### src/hdl/sgs_pkg.sv
// Package for the swipe gesture sequencer: phase type, codes and arithmetic constants.
`default_nettype none

package sgs_pkg;

   // Gesture phases
   typedef enum logic [2:0] {
      PH_IDLE = 3'd0,
      PH_LEAD = 3'd1,
      PH_DRAG = 3'd2,
      PH_REL  = 3'd3,
      PH_RET  = 3'd4
   } phase_type;

   // Request action codes
   localparam logic [1:0] ACT_TICK  = 2'd0;
   localparam logic [1:0] ACT_START = 2'd1;
   localparam logic [1:0] ACT_ABORT = 2'd2;

   // Start directions
   localparam logic [1:0] DIR_RIGHT = 2'd0;
   localparam logic [1:0] DIR_LEFT  = 2'd1;
   localparam logic [1:0] DIR_DOWN  = 2'd2;
   localparam logic [1:0] DIR_UP    = 2'd3;

   // Register indexes
   localparam logic CSR_DISTANCE = 1'b0;
   localparam logic CSR_SPEED    = 1'b1;

   // Field widths
   localparam int DIST_REG_W  = 12;
   localparam int SPEED_REG_W = 16;
   localparam int CSR_DATA_W  = 16;
   localparam int STEP_W      = 7;
   localparam int MOVE_W      = 8;

   // Defaults and limits
   localparam int DISTANCE_MAX_DEFAULT = 4095;
   localparam int DISTANCE_REG_MAX     = 4095;
   localparam int DISTANCE_RESET       = 300;
   localparam int STEP_RESET           = 22;
   localparam int STEP_LIMIT           = 127;
   localparam int LEAD_PX              = 14;
   localparam int H_NUM                = 6;
   localparam int H_DEN                = 13;

   // Horizontal scale d*6/13 as d*(6*ceil(2^20/13)) >> 20, exact for d below 2^12
   localparam int HD_SHIFT = 20;
   localparam int HD_MUL_W = 19;
   localparam logic [HD_MUL_W-1:0] HD_MUL = 19'd483960;
   localparam int HD_PROD_W = DIST_REG_W + HD_MUL_W;

   // Step size ceil(s*22/1000) as (s*22*M + 999*M) >> 27, M = ceil(2^27/1000)
   localparam int CH_SHIFT  = 27;
   localparam int CH_MUL_W  = 22;
   localparam int CH_PROD_W = 35;
   localparam logic [CH_MUL_W-1:0]  CH_MUL = 22'd2952796;
   localparam logic [CH_PROD_W-1:0] CH_ADD = 35'd134083782;
   // Lowest speed whose step size goes past the limit
   localparam logic [SPEED_REG_W-1:0] SPEED_SAT = 16'd5773;

endpackage

`default_nettype wire

### src/hdl/swipe_gesture_sequencer.sv
// Swipe gesture sequencer: turns tick, start and abort words into relative-move reports.
`default_nettype none

// Each request word gives exactly one response word, in order. Requests pass an input
// register and then a result register, and one word per cycle is sustained while
// rsp_ready stays high; the state update between the two registers is a few compares
// and adds. A stalled response holds only the result register while the next request
// waits in the input register. Configuration writes are registered and csr_ready is
// always high; the step size and the horizontal travel are worked out at write time
// with one constant multiplier each. Write configuration only with no request in flight.
module swipe_gesture_sequencer #(
   parameter int DISTANCE_MAX = sgs_pkg::DISTANCE_MAX_DEFAULT
) (
   input  wire logic                           clock,
   input  wire logic                           reset,
   // request channel
   input  wire logic                           req_valid,
   output logic                                req_ready,
   input  wire logic [1:0]                     req_action,
   input  wire logic [1:0]                     req_direction,
   // response channel
   output logic                                rsp_valid,
   input  wire logic                           rsp_ready,
   output logic signed [sgs_pkg::MOVE_W-1:0]   rsp_move_x,
   output logic signed [sgs_pkg::MOVE_W-1:0]   rsp_move_y,
   output logic                                rsp_press_button,
   output logic                                rsp_release_button,
   output logic                                rsp_start_rejected,
   output logic                                rsp_running,
   // configuration channel
   input  wire logic                           csr_valid,
   output logic                                csr_ready,
   input  wire logic                           csr_index,
   input  wire logic [sgs_pkg::CSR_DATA_W-1:0] csr_data
);
   import sgs_pkg::*;

   // Effective distance limit and travel widths
   localparam int DIST_LIM = (DISTANCE_MAX < DISTANCE_REG_MAX) ? DISTANCE_MAX
                                                               : DISTANCE_REG_MAX;
   localparam int DW = $clog2(DIST_LIM + 1);
   localparam int TW = DW + 1;
   localparam int DIST_RST = (DISTANCE_RESET < DIST_LIM) ? DISTANCE_RESET : DIST_LIM;
   localparam int HD_RST   = DIST_RST * H_NUM / H_DEN;

   // Pipeline control
   logic                    in_valid_ff, in_valid_in;
   logic [1:0]              in_action_ff, in_action_in;
   logic [1:0]              in_dir_ff, in_dir_in;
   logic                    req_accept;
   logic                    advance;

   // Configuration derived values
   logic [DW-1:0]           dist_ff, dist_in;
   logic [DW-1:0]           hd_ff, hd_in;
   logic [STEP_W-1:0]       chunk_ff, chunk_in;
   logic [DIST_REG_W-1:0]   csr_dist;
   logic [HD_PROD_W-1:0]    hd_prod;
   logic [SPEED_REG_W-1:0]  csr_speed;
   logic [CH_PROD_W-1:0]    ch_prod;
   logic [STEP_W-1:0]       ch_quot;

   // Gesture state
   phase_type               phase_ff, phase_in;
   logic signed [TW-1:0]    left_x_ff, left_x_in;
   logic signed [TW-1:0]    left_y_ff, left_y_in;
   logic signed [TW-1:0]    whole_x_ff, whole_x_in;
   logic signed [TW-1:0]    whole_y_ff, whole_y_in;
   logic [STEP_W-1:0]       step_ff, step_in;

   // Step outputs
   logic signed [TW-1:0]    mv_x, mv_y;
   logic                    press, release_b, rejected;
   logic signed [TW-1:0]    start_x, start_y;

   // Result register
   logic                    rsp_valid_ff, rsp_valid_in;
   logic [MOVE_W-1:0]       rsp_x_ff, rsp_x_in;
   logic [MOVE_W-1:0]       rsp_y_ff, rsp_y_in;
   logic                    rsp_press_ff, rsp_press_in;
   logic                    rsp_rel_ff, rsp_rel_in;
   logic                    rsp_rej_ff, rsp_rej_in;
   logic                    rsp_run_ff, rsp_run_in;

   // Lead move: up to LEAD_PX, leaving at least one pixel where possible
   function automatic logic signed [TW-1:0] lead_amt(input logic signed [TW-1:0] rem);
      logic [TW-1:0] mag;
      logic [TW-1:0] cap;
      logic [TW-1:0] amt;
      mag = rem[TW-1] ? $unsigned(-rem) : $unsigned(rem);
      cap = (mag > TW'(2)) ? mag - TW'(1) : TW'(1);
      amt = (cap > TW'(LEAD_PX)) ? TW'(LEAD_PX) : cap;
      return rem[TW-1] ? -$signed(amt) : $signed(amt);
   endfunction

   // Drag chunk: remaining travel clamped to plus or minus the step size
   function automatic logic signed [TW-1:0] clamp_step(input logic signed [TW-1:0] rem,
                                                       input logic [STEP_W-1:0] chunk);
      logic signed [TW-1:0] c;
      c = $signed({{(TW-STEP_W){1'b0}}, chunk});
      if (rem > c) begin
         return c;
      end else if (rem < -c) begin
         return -c;
      end
      return rem;
   endfunction

   // Handshakes
   assign advance    = in_valid_ff && (!rsp_valid_ff || rsp_ready);
   assign req_ready  = !in_valid_ff || advance;
   assign req_accept = req_valid && req_ready;
   assign csr_ready  = 1'b1;

   // Capture the request word
   always_comb begin
      in_valid_in  = in_valid_ff;
      in_action_in = in_action_ff;
      in_dir_in    = in_dir_ff;
      if (req_accept) begin
         in_valid_in  = 1'b1;
         in_action_in = req_action;
         in_dir_in    = req_direction;
      end else if (advance) begin
         in_valid_in  = 1'b0;
      end
   end

   // Saturate distance and scale it for horizontal travel
   assign csr_dist = csr_data[DIST_REG_W-1:0];
   always_comb begin
      dist_in = dist_ff;
      if (csr_dist > DIST_REG_W'(DIST_LIM)) begin
         dist_in = DW'(DIST_LIM);
      end else begin
         dist_in = DW'(csr_dist);
      end
   end
   assign hd_prod = HD_PROD_W'(dist_in) * HD_PROD_W'(HD_MUL);
   assign hd_in   = DW'(hd_prod >> HD_SHIFT);

   // Turn the speed into a per-tick step size
   assign csr_speed = csr_data[SPEED_REG_W-1:0];
   assign ch_prod   = CH_PROD_W'(csr_speed) * CH_PROD_W'(CH_MUL) + CH_ADD;
   assign ch_quot   = ch_prod[CH_SHIFT +: STEP_W];
   always_comb begin
      if (csr_speed >= SPEED_SAT) begin
         chunk_in = STEP_W'(STEP_LIMIT);
      end else if (ch_quot == '0) begin
         chunk_in = STEP_W'(1);
      end else begin
         chunk_in = ch_quot;
      end
   end

   // Travel opposite to the start direction
   always_comb begin
      start_x = '0;
      start_y = '0;
      unique case (in_dir_ff)
         DIR_RIGHT: start_x = -$signed({1'b0, hd_ff});
         DIR_LEFT:  start_x = $signed({1'b0, hd_ff});
         DIR_DOWN:  start_y = -$signed({1'b0, dist_ff});
         DIR_UP:    start_y = $signed({1'b0, dist_ff});
      endcase
   end

   // Outputs of the current step
   always_comb begin
      mv_x      = '0;
      mv_y      = '0;
      press     = 1'b0;
      release_b = 1'b0;
      rejected  = 1'b0;
      case (in_action_ff)
         ACT_START: begin
            rejected = (phase_ff != PH_IDLE);
         end
         ACT_ABORT: begin
            release_b = (phase_ff == PH_DRAG) || (phase_ff == PH_REL);
         end
         ACT_TICK: begin
            case (phase_ff)
               PH_LEAD: begin
                  press = 1'b1;
                  if (left_x_ff != '0) begin
                     mv_x = lead_amt(left_x_ff);
                  end else if (left_y_ff != '0) begin
                     mv_y = lead_amt(left_y_ff);
                  end
               end
               PH_DRAG, PH_RET: begin
                  if (left_x_ff != '0) begin
                     mv_x = clamp_step(left_x_ff, step_ff);
                  end else if (left_y_ff != '0) begin
                     mv_y = clamp_step(left_y_ff, step_ff);
                  end
               end
               PH_REL: begin
                  release_b = 1'b1;
               end
               default: begin
               end
            endcase
         end
         default: begin
         end
      endcase
   end

   // Next gesture state
   always_comb begin
      phase_in   = phase_ff;
      left_x_in  = left_x_ff;
      left_y_in  = left_y_ff;
      whole_x_in = whole_x_ff;
      whole_y_in = whole_y_ff;
      step_in    = step_ff;
      if (advance) begin
         case (in_action_ff)
            ACT_START: begin
               if (phase_ff == PH_IDLE) begin
                  phase_in   = PH_LEAD;
                  left_x_in  = start_x;
                  left_y_in  = start_y;
                  whole_x_in = start_x;
                  whole_y_in = start_y;
                  step_in    = chunk_ff;
               end
            end
            ACT_ABORT: begin
               phase_in   = PH_IDLE;
               left_x_in  = '0;
               left_y_in  = '0;
               whole_x_in = '0;
               whole_y_in = '0;
            end
            ACT_TICK: begin
               case (phase_ff)
                  PH_LEAD: begin
                     left_x_in = left_x_ff - mv_x;
                     left_y_in = left_y_ff - mv_y;
                     phase_in  = PH_DRAG;
                  end
                  PH_DRAG, PH_RET: begin
                     left_x_in = left_x_ff - mv_x;
                     left_y_in = left_y_ff - mv_y;
                     if ((left_x_ff == '0) && (left_y_ff == '0)) begin
                        if (phase_ff == PH_DRAG) begin
                           phase_in = PH_REL;
                        end else begin
                           phase_in   = PH_IDLE;
                           whole_x_in = '0;
                           whole_y_in = '0;
                        end
                     end
                  end
                  PH_REL: begin
                     phase_in  = PH_RET;
                     left_x_in = -whole_x_ff;
                     left_y_in = -whole_y_ff;
                  end
                  default: begin
                     phase_in = PH_IDLE;
                  end
               endcase
            end
            default: begin
            end
         endcase
      end
   end

   // Load or drain the result register
   always_comb begin
      rsp_valid_in = rsp_valid_ff;
      rsp_x_in     = rsp_x_ff;
      rsp_y_in     = rsp_y_ff;
      rsp_press_in = rsp_press_ff;
      rsp_rel_in   = rsp_rel_ff;
      rsp_rej_in   = rsp_rej_ff;
      rsp_run_in   = rsp_run_ff;
      if (advance) begin
         rsp_valid_in = 1'b1;
         rsp_x_in     = mv_x[MOVE_W-1:0];
         rsp_y_in     = mv_y[MOVE_W-1:0];
         rsp_press_in = press;
         rsp_rel_in   = release_b;
         rsp_rej_in   = rejected;
         rsp_run_in   = (phase_in != PH_IDLE);
      end else if (rsp_ready) begin
         rsp_valid_in = 1'b0;
      end
   end

   // Registers
   always_ff @(posedge clock) begin
      if (reset) begin
         in_valid_ff  <= 1'b0;
         rsp_valid_ff <= 1'b0;
         phase_ff     <= PH_IDLE;
         left_x_ff    <= '0;
         left_y_ff    <= '0;
         whole_x_ff   <= '0;
         whole_y_ff   <= '0;
         step_ff      <= STEP_W'(1);
         dist_ff      <= DW'(DIST_RST);
         hd_ff        <= DW'(HD_RST);
         chunk_ff     <= STEP_W'(STEP_RESET);
      end else begin
         in_valid_ff  <= in_valid_in;
         rsp_valid_ff <= rsp_valid_in;
         phase_ff     <= phase_in;
         left_x_ff    <= left_x_in;
         left_y_ff    <= left_y_in;
         whole_x_ff   <= whole_x_in;
         whole_y_ff   <= whole_y_in;
         step_ff      <= step_in;
         if (csr_valid && csr_ready) begin
            unique case (csr_index)
               CSR_DISTANCE: begin
                  dist_ff <= dist_in;
                  hd_ff   <= hd_in;
               end
               CSR_SPEED: begin
                  chunk_ff <= chunk_in;
               end
            endcase
         end
      end
   end

   // Payload registers
   always_ff @(posedge clock) begin
      in_action_ff <= in_action_in;
      in_dir_ff    <= in_dir_in;
      rsp_x_ff     <= rsp_x_in;
      rsp_y_ff     <= rsp_y_in;
      rsp_press_ff <= rsp_press_in;
      rsp_rel_ff   <= rsp_rel_in;
      rsp_rej_ff   <= rsp_rej_in;
      rsp_run_ff   <= rsp_run_in;
   end

   assign rsp_valid          = rsp_valid_ff;
   assign rsp_move_x         = $signed(rsp_x_ff);
   assign rsp_move_y         = $signed(rsp_y_ff);
   assign rsp_press_button   = rsp_press_ff;
   assign rsp_release_button = rsp_rel_ff;
   assign rsp_start_rejected = rsp_rej_ff;
   assign rsp_running        = rsp_run_ff;

   // Idle always means a cleared gesture
   a_idle_clear: assert property (@(posedge clock) disable iff (reset)
      (phase_ff == PH_IDLE) |-> ((left_x_ff == '0) && (left_y_ff == '0) &&
                                 (whole_x_ff == '0) && (whole_y_ff == '0)))
      else $error("idle phase with travel left");

   // Drag never overshoots the travel
   a_drag_sign: assert property (@(posedge clock) disable iff (reset)
      ((phase_ff == PH_DRAG) && (left_x_ff != '0)) |-> (left_x_ff[TW-1] == whole_x_ff[TW-1]))
      else $error("drag overshot horizontal travel");

   // A rejected start leaves a running swipe and moves nothing
   a_reject: assert property (@(posedge clock) disable iff (reset)
      (rsp_valid && rsp_start_rejected) |-> (rsp_running && (rsp_move_x == '0) &&
                                             (rsp_move_y == '0) && !rsp_press_button))
      else $error("rejected start word with activity");

   // A press word always leads into the drag phase
   a_press_drag: assert property (@(posedge clock) disable iff (reset)
      (advance && (in_action_ff == ACT_TICK) && (phase_ff == PH_LEAD)) |=>
         (phase_ff == PH_DRAG) && rsp_valid && rsp_press_button)
      else $error("lead step did not enter drag");

endmodule

`default_nettype wire

### config.mk
export PLATFORM = sky130hd
export DESIGN_NAME = swipe_gesture_sequencer
export DESIGN_NICKNAME = d
export VERILOG_FILES = /design/src/hdl/sgs_pkg.sv /design/src/hdl/swipe_gesture_sequencer.sv
export SDC_FILE = /design/constraint.sdc
export NUM_CORES = 1
export LEC_CHECK = 0
export BUFFER_PORTS_ARGS = -buffer_cell sky130_fd_sc_hd__clkbuf_2
export CAP_MARGIN = 30
export CORE_MARGIN = 2
export CORE_UTILIZATION = 40
export DETAILED_ROUTE_END_ITERATION = 6
export GPL_TIMING_DRIVEN = 0
export PLACE_DENSITY = 0.63
export SLEW_MARGIN = 20
export SYNTH_ARGS = -nofsm -noshare
export SYNTH_HDL_FRONTEND = slang
export SYNTH_SLANG_ARGS = --single-unit
### constraint.sdc
create_clock -name clock -period 12.2 [get_ports clock]
set_input_delay 0.61 -clock clock [delete_from_list [all_inputs] [get_ports clock]]
set_output_delay 0.61 -clock clock [all_outputs]
set_load 0.01 [all_outputs]
### Word level (Yosys, flattened, before mapping)

Cells that the tools add are included.

| storage, ports and cells | value |
|---|---|
| register bits | 118 |
| bits in latches | 0 |
| bits in writable memories | 0 |
| bits in read-only memories | 0 |
| input port bits | 26 |
| output and inout bits | 23 |
| logic and storage cells | 152 |
| memories kept | 0 |

| operators by class | value |
|---|---|
| $add $sub $neg | 14 |
| multipliers | 2 |
| divide/modulo/power cells | 0 |
| $lt $le $gt $ge | 10 |
| equality and inequality tests | 14 |
| shift operators | 0 |
| mux-type cells | 64 |
| bitwise gates (word level) | 1 |
| reduce and logical (&&, ||, !) cells | 28 |

Operators with widths:

| kind | count |
|---|---|
| 13-bit 2-to-1 mux | 27 |
| 13-bit one-hot mux with 2 select lines | 6 |
| 13-bit one-hot mux with 3 select lines | 4 |
| 13-bit negation | 6 |
| 34-bit by 27-bit adder with 34-bit output, second input constant | 1 |
| 16-bit by 20-bit multiplier with 32-bit output, second input constant | 1 |
| 12-bit by 16-bit multiplier with 28-bit output, second input constant | 1 |
| 13-bit by 2-bit > comparator with 1-bit output, second input constant | 2 |
| 13-bit by 4-bit > comparator with 1-bit output, second input constant | 2 |
| 13-bit by 8-bit > comparator with 1-bit output | 2 |
| 13-bit zero test | 2 |
| 13-bit less-than comparator | 2 |
| 13-bit nonzero test | 2 |
| 13-bit by 1-bit subtractor with 13-bit output, second input constant | 2 |
| 13-bit subtractor | 2 |
| 3-bit one-hot mux with 3 select lines | 2 |
| 1-bit 2-to-1 mux | 17 |
| 16-bit by 13-bit >= comparator with 1-bit output, second input constant | 1 |
| 7-bit 2-to-1 mux | 2 |
| 11-bit negation with 13-bit output | 1 |
| 12-bit negation with 13-bit output | 1 |
| 7-bit negation with 13-bit output | 1 |
| 12-bit > comparator, second input constant | 1 |
| 12-bit 2-to-1 mux | 1 |
| other kinds (25) | 44 |

### Logic depth before layout (Yosys ltp)

Gate-level depths: netlist of the first run.

| logic depth | value |
|---|---|
| depth after elaboration | 16 |
| gate-level depth with buffers | 35 |
| depth with buffers taken out | 33 |

### Worst setup path after synthesis of the first run

No wires, ideal clock.

| path | value |
|---|---|
| kind | in2reg |
| from | input port csr_data[13] in the netlist's numbering |
| to | register chunk_ff[0] |
| setup time | 0.123 ns |
| arrival | 6.474 ns |
| required time | 12.077 ns |
| setup slack | 5.602 ns |
| cell stages on the path | 21 |
| buffers on the path | 1 |
| cell sequence | fa_1 -> inv_1 -> fa_1 -> fa_1 -> inv_1 -> fa_1 -> fa_1 -> fa_1 -> ha_1 -> clkbuf_1 -> nand3_1 -> or3_1 -> or4_1 -> a21oi_1 -> o211ai_1 -> nor4b_2 -> nand2_1 -> nand4b_1 -> nor3_1 -> a311oi_1 -> nor3_1 |

| between the ends | value |
|---|---|
| word-level cells in the longest chain between the ends | 5 |
| elaborated cells on any way between the ends | 6 |
| those cells by class | add/sub: 1; mul: 1; order compare: 1; mux: 2; reduce/logical: 1 |

Ends and longest elaborated chain:

| element | line | source |
|---|---|---|
| start, declared | swipe_gesture_sequencer.sv:34 | `input wire logic [sgs_pkg::CSR_DATA_W-1:0] csr_data` |
| 16-bit by 20-bit multiplier with 32-bit output | swipe_gesture_sequencer.sv:144 | `assign ch_prod = CH_PROD_W'(csr_speed) * CH_PROD_W'(CH_MUL) + CH_ADD;` |
| 34-bit by 27-bit adder with 34-bit output | swipe_gesture_sequencer.sv:144 |  |
| 7-bit zero test | swipe_gesture_sequencer.sv:149 | `end else if (ch_quot == '0) begin` |
| 7-bit 2-to-1 mux | swipe_gesture_sequencer.sv:149 |  |
| 7-bit 2-to-1 mux (*) | swipe_gesture_sequencer.sv:147 | `if (csr_speed >= SPEED_SAT) begin` |
| end signal, assigned | swipe_gesture_sequencer.sv:309 | `chunk_ff <= STEP_W'(STEP_RESET);` |
| end signal, assigned | swipe_gesture_sequencer.sv:326 | `chunk_ff <= chunk_in;` |
| end, declared | swipe_gesture_sequencer.sv:56 | `logic [STEP_W-1:0] chunk_ff, chunk_in;` |

Mark *: on every way between the ends. The rest lies on a longest branch, timed or not.
A chain may end at the register's enable or synchronous reset.

### Final worst setup path of the first run

| path | value |
|---|---|
| from | register step_ff[1] |
| to | register left_y_ff[12] |

| between the ends | value |
|---|---|
| word-level cells in the longest chain between the ends | 16 |
| elaborated cells on any way between the ends | 19 |
| those cells by class | add/sub: 2; order compare: 2; mux: 15 |

Ends and longest elaborated chain:

| element | line | source |
|---|---|---|
| start, declared | swipe_gesture_sequencer.sv:69 | `logic [STEP_W-1:0] step_ff, step_in;` |
| start signal, assigned | swipe_gesture_sequencer.sv:318 | `step_ff <= step_in;` |
| 7-bit negation with 13-bit output | swipe_gesture_sequencer.sv:103 | `end else if (rem < -c) begin` |
| 13-bit less-than comparator | swipe_gesture_sequencer.sv:103 |  |
| 1-bit 2-to-1 mux | swipe_gesture_sequencer.sv:103 |  |
| 1-bit 2-to-1 mux | swipe_gesture_sequencer.sv:101 | `if (rem > c) begin` |
| 1-bit 2-to-1 mux | swipe_gesture_sequencer.sv:195 | `end else if (left_y_ff != '0) begin` |
| 1-bit 2-to-1 mux | swipe_gesture_sequencer.sv:193 | `if (left_x_ff != '0) begin` |
| 1-bit 2-to-1 mux | swipe_gesture_sequencer.sv:183 | `case (phase_ff)` |
| 1-bit 2-to-1 mux | swipe_gesture_sequencer.sv:175 | `case (in_action_ff)` |
| 13-bit 2-to-1 mux (*) | swipe_gesture_sequencer.sv:106 | `return rem;` |
| 13-bit 2-to-1 mux (*) | swipe_gesture_sequencer.sv:195 |  |
| 13-bit 2-to-1 mux (*) | swipe_gesture_sequencer.sv:193 |  |
| 13-bit one-hot mux with 2 select lines (*) | swipe_gesture_sequencer.sv:183 |  |
| 13-bit 2-to-1 mux (*) | swipe_gesture_sequencer.sv:175 |  |
| net mv_y[0] | swipe_gesture_sequencer.sv:72 | `logic signed [TW-1:0] mv_x, mv_y;` |
| 13-bit subtractor (*) | swipe_gesture_sequencer.sv:242, swipe_gesture_sequencer.sv:247 |  |
| 13-bit one-hot mux with 2 select lines (*) | swipe_gesture_sequencer.sv:239 | `case (phase_ff)` |
| 13-bit one-hot mux with 3 select lines (*) | swipe_gesture_sequencer.sv:220 | `case (in_action_ff)` |
| end signal, assigned | swipe_gesture_sequencer.sv:315 | `left_y_ff <= left_y_in;` |
| end, declared | swipe_gesture_sequencer.sv:66 | `logic signed [TW-1:0] left_y_ff, left_y_in;` |

The timed path passes the listed nets; every way through them passes the cells marked *. The select of a mux whose other input is x is not followed.

==> flow_metrics.tcl, run 1 <==
set metrics [dict create \
    status "finished clean" \
    synth_edf_count 24 \
    globalplace.congestion 0.954 \
    die_h_um 223 \
    cp.required_ps 12580 \
    synthesis.area_um2 19200 \
    synth_cell_types 91 \
    cts_tree "yes" \
    start_util 0.404 \
    antennaDiodeCount 0 \
    num_rows 80 \
    hold_buffers 0 \
    dp_hpwl_um 45100 \
    synth_flop_cell "dfxtp_1" \
    use_met2 0.387 \
    max-clock-path-buffers 2 \
    dp_slack_ps 4420 \
    grt_pass1_wl_um 88700 \
    fin_skew_ps 9.00 \
    placed_cells 2946 \
    rr_startpoint "step_ff[1]" \
    worst_path_max_delay_cell "or4b_2" \
    powerDensity_nw_per_um2 224 \
    use_met1 0.285 \
    die_area_um2 49700 \
    min_period_over_period 0.622 \
    finalHoldViolCount 0 \
    worstSkewPairLatency_ps 440 \
    crit_path_end_kind "flop" \
    grt_pass1_vias 17000 \
    via_per_inst 5.59 \
    use_met3 0.0292 \
    crit_type "flop to flop" \
    crit_fanout 9 \
    synth_seq_cells 118 \
    antenna_left 0 \
    ir_drop_mv 0.240 \
    worst_pin_slew_ps 1010 \
    drive_gt1_frac 0.0584 \
    firstDrtPassIters 7 \
    fin_nets 2850 \
    io_pins 49 \
    grt_max_degree 27 \
    cpPeakStageDelay_ps 600 \
    fin_area_um2 20800 \
    holdCritStartpoint "req_direction[1]" \
    drc_errors 0 \
    fin_crit_ps 7590 \
    finalSetupViolations 0 \
    num_vias 16600 \
    r2r_cells 32 \
    h-tree-depth 4 \
    final_cell_mix "310 x inv_1, 310 x ha_1, 174 x nor2_1" \
    clk_pin_slew_worst_paths_ps 60 \
    setup_ws_ps 4610 \
    cts_setup_buffers 0 \
    grt.overflow.total 0 \
    synthToLayoutAreaGrowth_pct 8.34 \
    rrSetupSlack_ps 4610 \
    syn_nets 2784 \
    syn_inst 2284 \
    start_kind "flop" \
    io_buffers 47 \
    holdPathStages 1 \
    grt_usage 0.223 \
    layoutNonFillerInstCount 2978 \
    worst_hold_slack_ps 345 \
    slew_violations 0 \
    hp-class "input port to flop" \
    syn_area_per_cell_um2 8.40 \
    fin_setup_tns_ps 0 \
    wl_um 54800 \
    maxCapViolations 0 \
    r2r-end "left_y_ff[12]" \
    core_um2 47500 \
    max_slew_margin 0.317 \
    cts-root-buf "clkbuf_16" \
    avgRoutedWirePerCell_um 18.4 \
    p_leak_nw 9.81 \
    cts_resized 0 \
    ys_warn_count 0 \
    max_freq_mhz 132 \
    placed_cell_area_um2 20200 \
    antenna_found_initial 0 \
    die-width_um 223 \
    arrival_ps 7970 \
    yosysSeqAreaShare 0.136 \
    top_usage_layer "met2" \
    fillers 4731 \
    clock-sinks 118 \
    initialDrtViolationCount 1113 \
    async_flop_share 0 \
    whs_endpoint "in_dir_ff[1]" \
    crit_top_cell "a21o_1" \
    rsz0062_at_grt "false" \
    cts_made_buffers 17 \
]
==> critical path, delay by kind of cell (launching register included) <==
| kind | cells | cell delay, ps |
|---|---|---|
| flip-flops | 1 | 390 |
| buffers and inverters | 5 | 1000 |
| AO/OA/AOI/OAI | 14 | 2790 |
| AND/OR/NAND/NOR | 8 | 2070 |
| adder cells (fa/ha/maj) | 4 | 1110 |
| multiplexers | 1 | 170 |
==> per-layer routing <==
layer / vias up / share of wire
li1: 8036 / -
met1: 8037 / 0.44
met2: 457 / 0.48
met3: 104 / 0.047
met4: 0 / 0.033
met5: - / 0
==> flip-flops by register name, indices dropped and copies added, names as in the netlist, 8 cells and up <==
name and count:
rsp_move_x 8, whole_y_ff 13, left_y_ff 13, rsp_move_y 8
whole_x_ff 13, left_x_ff 13, hd_ff 11, dist_ff 12
==> synth_stat cells (5+ instances only) <==
cell	number	area share
ha_1	310	0.20
inv_1	310	0.061
nor2_1	174	0.034
fa_1	164	0.17
nand2_1	143	0.028
a21oi_1	141	0.037
o21ai_0	112	0.029
dfxtp_1	94	0.098
clkbuf_1	81	0.016
xnor2_1	68	0.031
nor3_1	66	0.017
xor2_1	47	0.021
mux2i_1	45	0.023
a211oi_1	44	0.017
nand3_1	39	0.010
o21a_1	32	0.013
a21o_1	25	0.0098
nand2b_1	25	0.0082
nor2b_1	25	0.0082
edfxtp_1	24	0.038
or3_1	24	0.0078
o211ai_1	20	0.0078
a31oi_1	19	0.0062
o22ai_1	17	0.0055
and3_1	16	0.0052
nor4_1	12	0.0039
o31ai_1	12	0.0047
a21boi_0	10	0.0039
nand4_1	10	0.0033
a211o_1	9	0.0041
or2_2	9	0.0029
buf_1	8	0.0016
buf_2	8	0.0021
nor3b_1	8	0.0031
mux2_2	7	0.0041
a22oi_1	6	0.0023
nor4b_1	6	0.0027
or4_1	6	0.0023
o2111ai_1	5	0.0023
o2bb2ai_1	5	0.0023
==> power breakdown <==
group	switching [mW]	internal, mW	total (mW)
clock network	0.214	0.297	0.511
logic	2.17	1.51	3.68
registers	0.0400	0.428	0.468
==> how the worst max path moves through the flow <==
stage,endpoint,cells after the start,start
3_3_place_gp,chunk_ff[0],21,csr_data[10]
3_5_place_dp,chunk_ff[2],21,csr_data[10]
4_1_cts,left_y_ff[12],32,step_ff[1]
2_1_floorplan,chunk_ff[0],21,csr_data[13]
6_report,left_y_ff[12],32,step_ff[1]
5_1_grt,left_y_ff[12],32,step_ff[1]
==> metrics by stage <==
step                utilization  total power, mW
CTS                       0.437             4.67
detailed placement        0.425             4.12
global placement          0.425             4.05
floorplan                     -             3.30
finish                    0.437             4.66
global route              0.437             5.15
==> cells by family (layout without fill, tap and decap cells) <==
group / Yosys count / after routing / synth area share
muxes: 52 / 52 / 0.0276
and+or+nand+nor: 590 / 590 / 0.151
AOI/OAI and AO/OA: 519 / 519 / 0.176
DFF: 118 / 118 / 0.136
buffers and inverters: 413 / 492 / 0.0820
other: 1 / 1 / 0.000195
adders and majority gates: 474 / 474 / 0.373
xor gates and xnor gates: 117 / 117 / 0.0542
==> cell type report <==
| type | instances | area, um^2 | share of cell area |
|---|---|---|---|
| multi-input combinational | 1753 | 15000 | 0.722 |
| sequential | 118 | 2600 | 0.125 |
| inverter | 313 | 1170 | 0.0565 |
| tap | 615 | 769 | 0.0370 |
| clock buffer | 18 | 450 | 0.0217 |
| buffer | 100 | 399 | 0.0192 |
| timing repair buffer | 47 | 235 | 0.0113 |
| clock inverter | 14 | 138 | 0.00662 |
Power figures use the tool's default switching activity.
==> run 2, diff against run 1 <==
ABC_AREA = 1   (was default)
clock period = 7.6 ns   (was 12.2 ns; I/O delays follow)
==> run 2 against run 1 <==
Power grew 65%. Highest routed layer is now met5. Setup slack lost 3500 ps. Critical path type is now input port to flop. Clock skew shrank 1.7 ps. Clock power grew 63%. Sequential share of layout area shrank 0.16 points. Routed wire length grew 5.3%. Utilization grew 0.28 points. Synthesized cell count grew 17%. Largest cell class unchanged.
==> flow_metrics.tcl, run 2 <==
set metrics [dict create \
    status "finished clean" \
    grt_max_degree 24 \
    fin_crit_ps 6490 \
    rsz0062_at_grt "false" \
    synth_edf_count 24 \
    synthesis.area_um2 19400 \
    fin_setup_tns_ps 0 \
    cts_made_buffers 17 \
    drive_gt1_frac 0.0568 \
    grt_usage 0.231 \
    slew_violations 0 \
    synth_seq_cells 118 \
    worstSkewPairLatency_ps 430 \
    wl_um 57700 \
    max_slew_margin 0.390 \
    die-width_um 224 \
    die_area_um2 50400 \
    finalSetupViolations 0 \
    postLayoutCoreUtil 0.440 \
    final_common_cell "inv_1" \
    die_h_um 224 \
    avgRoutedWirePerCell_um 17.2 \
    syn_inst 2666 \
    io_pins 49 \
    clk_pin_slew_worst_paths_ps 60 \
    finalHoldViolCount 0 \
    crit_path_end_kind "flop" \
    synth.largest_area_cell "ha_1" \
    layoutNonFillerInstCount 3361 \
    syn_nets 3166 \
    num_rows 80 \
    async_flop_share 0 \
    synth.most_common_cell "inv_1" \
    core_um2 47800 \
    fillers 4817 \
    yosysTopAreaCellShare 0.200 \
    antenna_left 0 \
    fin_skew_ps 7.26 \
    critPathBufInv 4 \
    max_freq_mhz 154 \
    crit_top_cell "nand2_1" \
    num_vias 17700 \
    rrSetupSlack_ps 1270 \
    globalplace.congestion 0.943 \
    dp_hpwl_um 48900 \
    synth_cell_types 59 \
    ys_warn_count 0 \
    cpPeakStageDelay_ps 560 \
    syn_area_per_cell_um2 7.29 \
    cts-root-buf "clkbuf_16" \
    ir_drop_mv 0.261 \
    cp.required_ps 7960 \
    h-tree-depth 4 \
    synthTopCellsByArea "ha_1 20%, fa_1 17%, inv_1 10%, dfxtp_1 9.7%, nand2_1 8.2%" \
    crit_fanout 10 \
    cts_resized 0 \
    synth_flop_cell "dfxtp_1" \
    firstDrtPassIters 5 \
    io_buffers 46 \
    grt.overflow.total 0 \
    yosysSeqAreaShare 0.134 \
    min_period_over_period 0.855 \
    initialDrtViolationCount 1226 \
    placed_cells 3328 \
    worst_pin_slew_ps 911 \
    cts_tree "yes" \
    cp_top_family "adder cells" \
    start_kind "input port" \
    grt_pass1_vias 17600 \
    hold_buffers 0 \
    synthToLayoutAreaGrowth_pct 8.32 \
    arrival_ps 6860 \
    grt_pass1_wl_um 92600 \
    ys_top_cells_by_count "520 x inv_1, 425 x nand2_1, 310 x ha_1, 208 x nor2_1, 207 x a21oi_1" \
    worst_path_max_delay_cell "fa_1" \
    p_leak_nw 10.8 \
    via_per_inst 5.28 \
    clock-sinks 118 \
    final_cell_mix "520 x inv_1, 425 x nand2_1, 310 x ha_1" \
    cts_setup_buffers 0 \
    powerDensity_nw_per_um2 364 \
    antenna_found_initial 1 \
    maxCapViolations 0 \
    hp-class "input port to flop" \
    antennaDiodeCount 0 \
    drc_errors 0 \
    start_util 0.406 \
    crit_type "input port to flop" \
    fin_nets 3233 \
    max-clock-path-buffers 2 \
]
## run 2: cell families (layout without fill, tap and decap cells)
group,after synthesis,in the layout,synth area share
simple gates,904,904,0.202
buf+inv,597,677,0.117
compound gates,508,508,0.149
fa+ha+maj,474,474,0.369
flops,118,118,0.134
xor+xnor,64,64,0.0288
other cells,1,1,0.000193
## run 2: final timing paths
path	from	to	cells past startpoint
max	csr_data[10]	chunk_ff[0]	27
min reg2reg	in_valid_ff	rsp_valid	2
min	req_action[0]	in_action_ff[0]	1
max reg2reg	step_ff[0]	left_y_ff[10]	35
## run 2: per-stage QoR
| step | instance area, um^2 | setup slack, ps | hold WS (ps) | power [mW] |
|---|---|---|---|---|
| 5_1_grt | 21000 | 598 | 113 | 8.59 |
| 3_5_place_dp | 20400 | 623 | 481 | 6.77 |
| 6_report | 21000 | 1110 | 126 | 7.67 |
| 3_3_place_gp | 20400 | 678 | 480 | 6.70 |
| 2_1_floorplan | 19400 | 1980 | 437 | 5.30 |
| 4_1_cts | 21000 | 1070 | 116 | 7.65 |
## run 2: where the power goes
| part | switching [mW] | total, mW | internal, mW |
|---|---|---|---|
| Clock | 0.342 | 0.833 | 0.490 |
| Combinational | 3.88 | 6.09 | 2.20 |
| Sequential | 0.0615 | 0.749 | 0.688 |
## run 2: layout make-up
cell class	instances	area (um^2)	area share
multi-input combinational	1951	14600	0.692
sequential	118	2600	0.124
inverter	540	2030	0.0963
tap	615	769	0.0366
clock buffer	17	425	0.0202
timing repair buffer	48	250	0.0119
buffer	57	248	0.0118
clock inverter	15	166	0.00791
## run 2: per-layer routing
layer / routed length (um) / track usage / part of all wire
met5: 13 / 0 / 0.00023
met4: 1580 / 0.0624 / 0.027
met3: 2400 / 0.0231 / 0.042
met2: 27500 / 0.406 / 0.48
met1: 26200 / 0.303 / 0.45
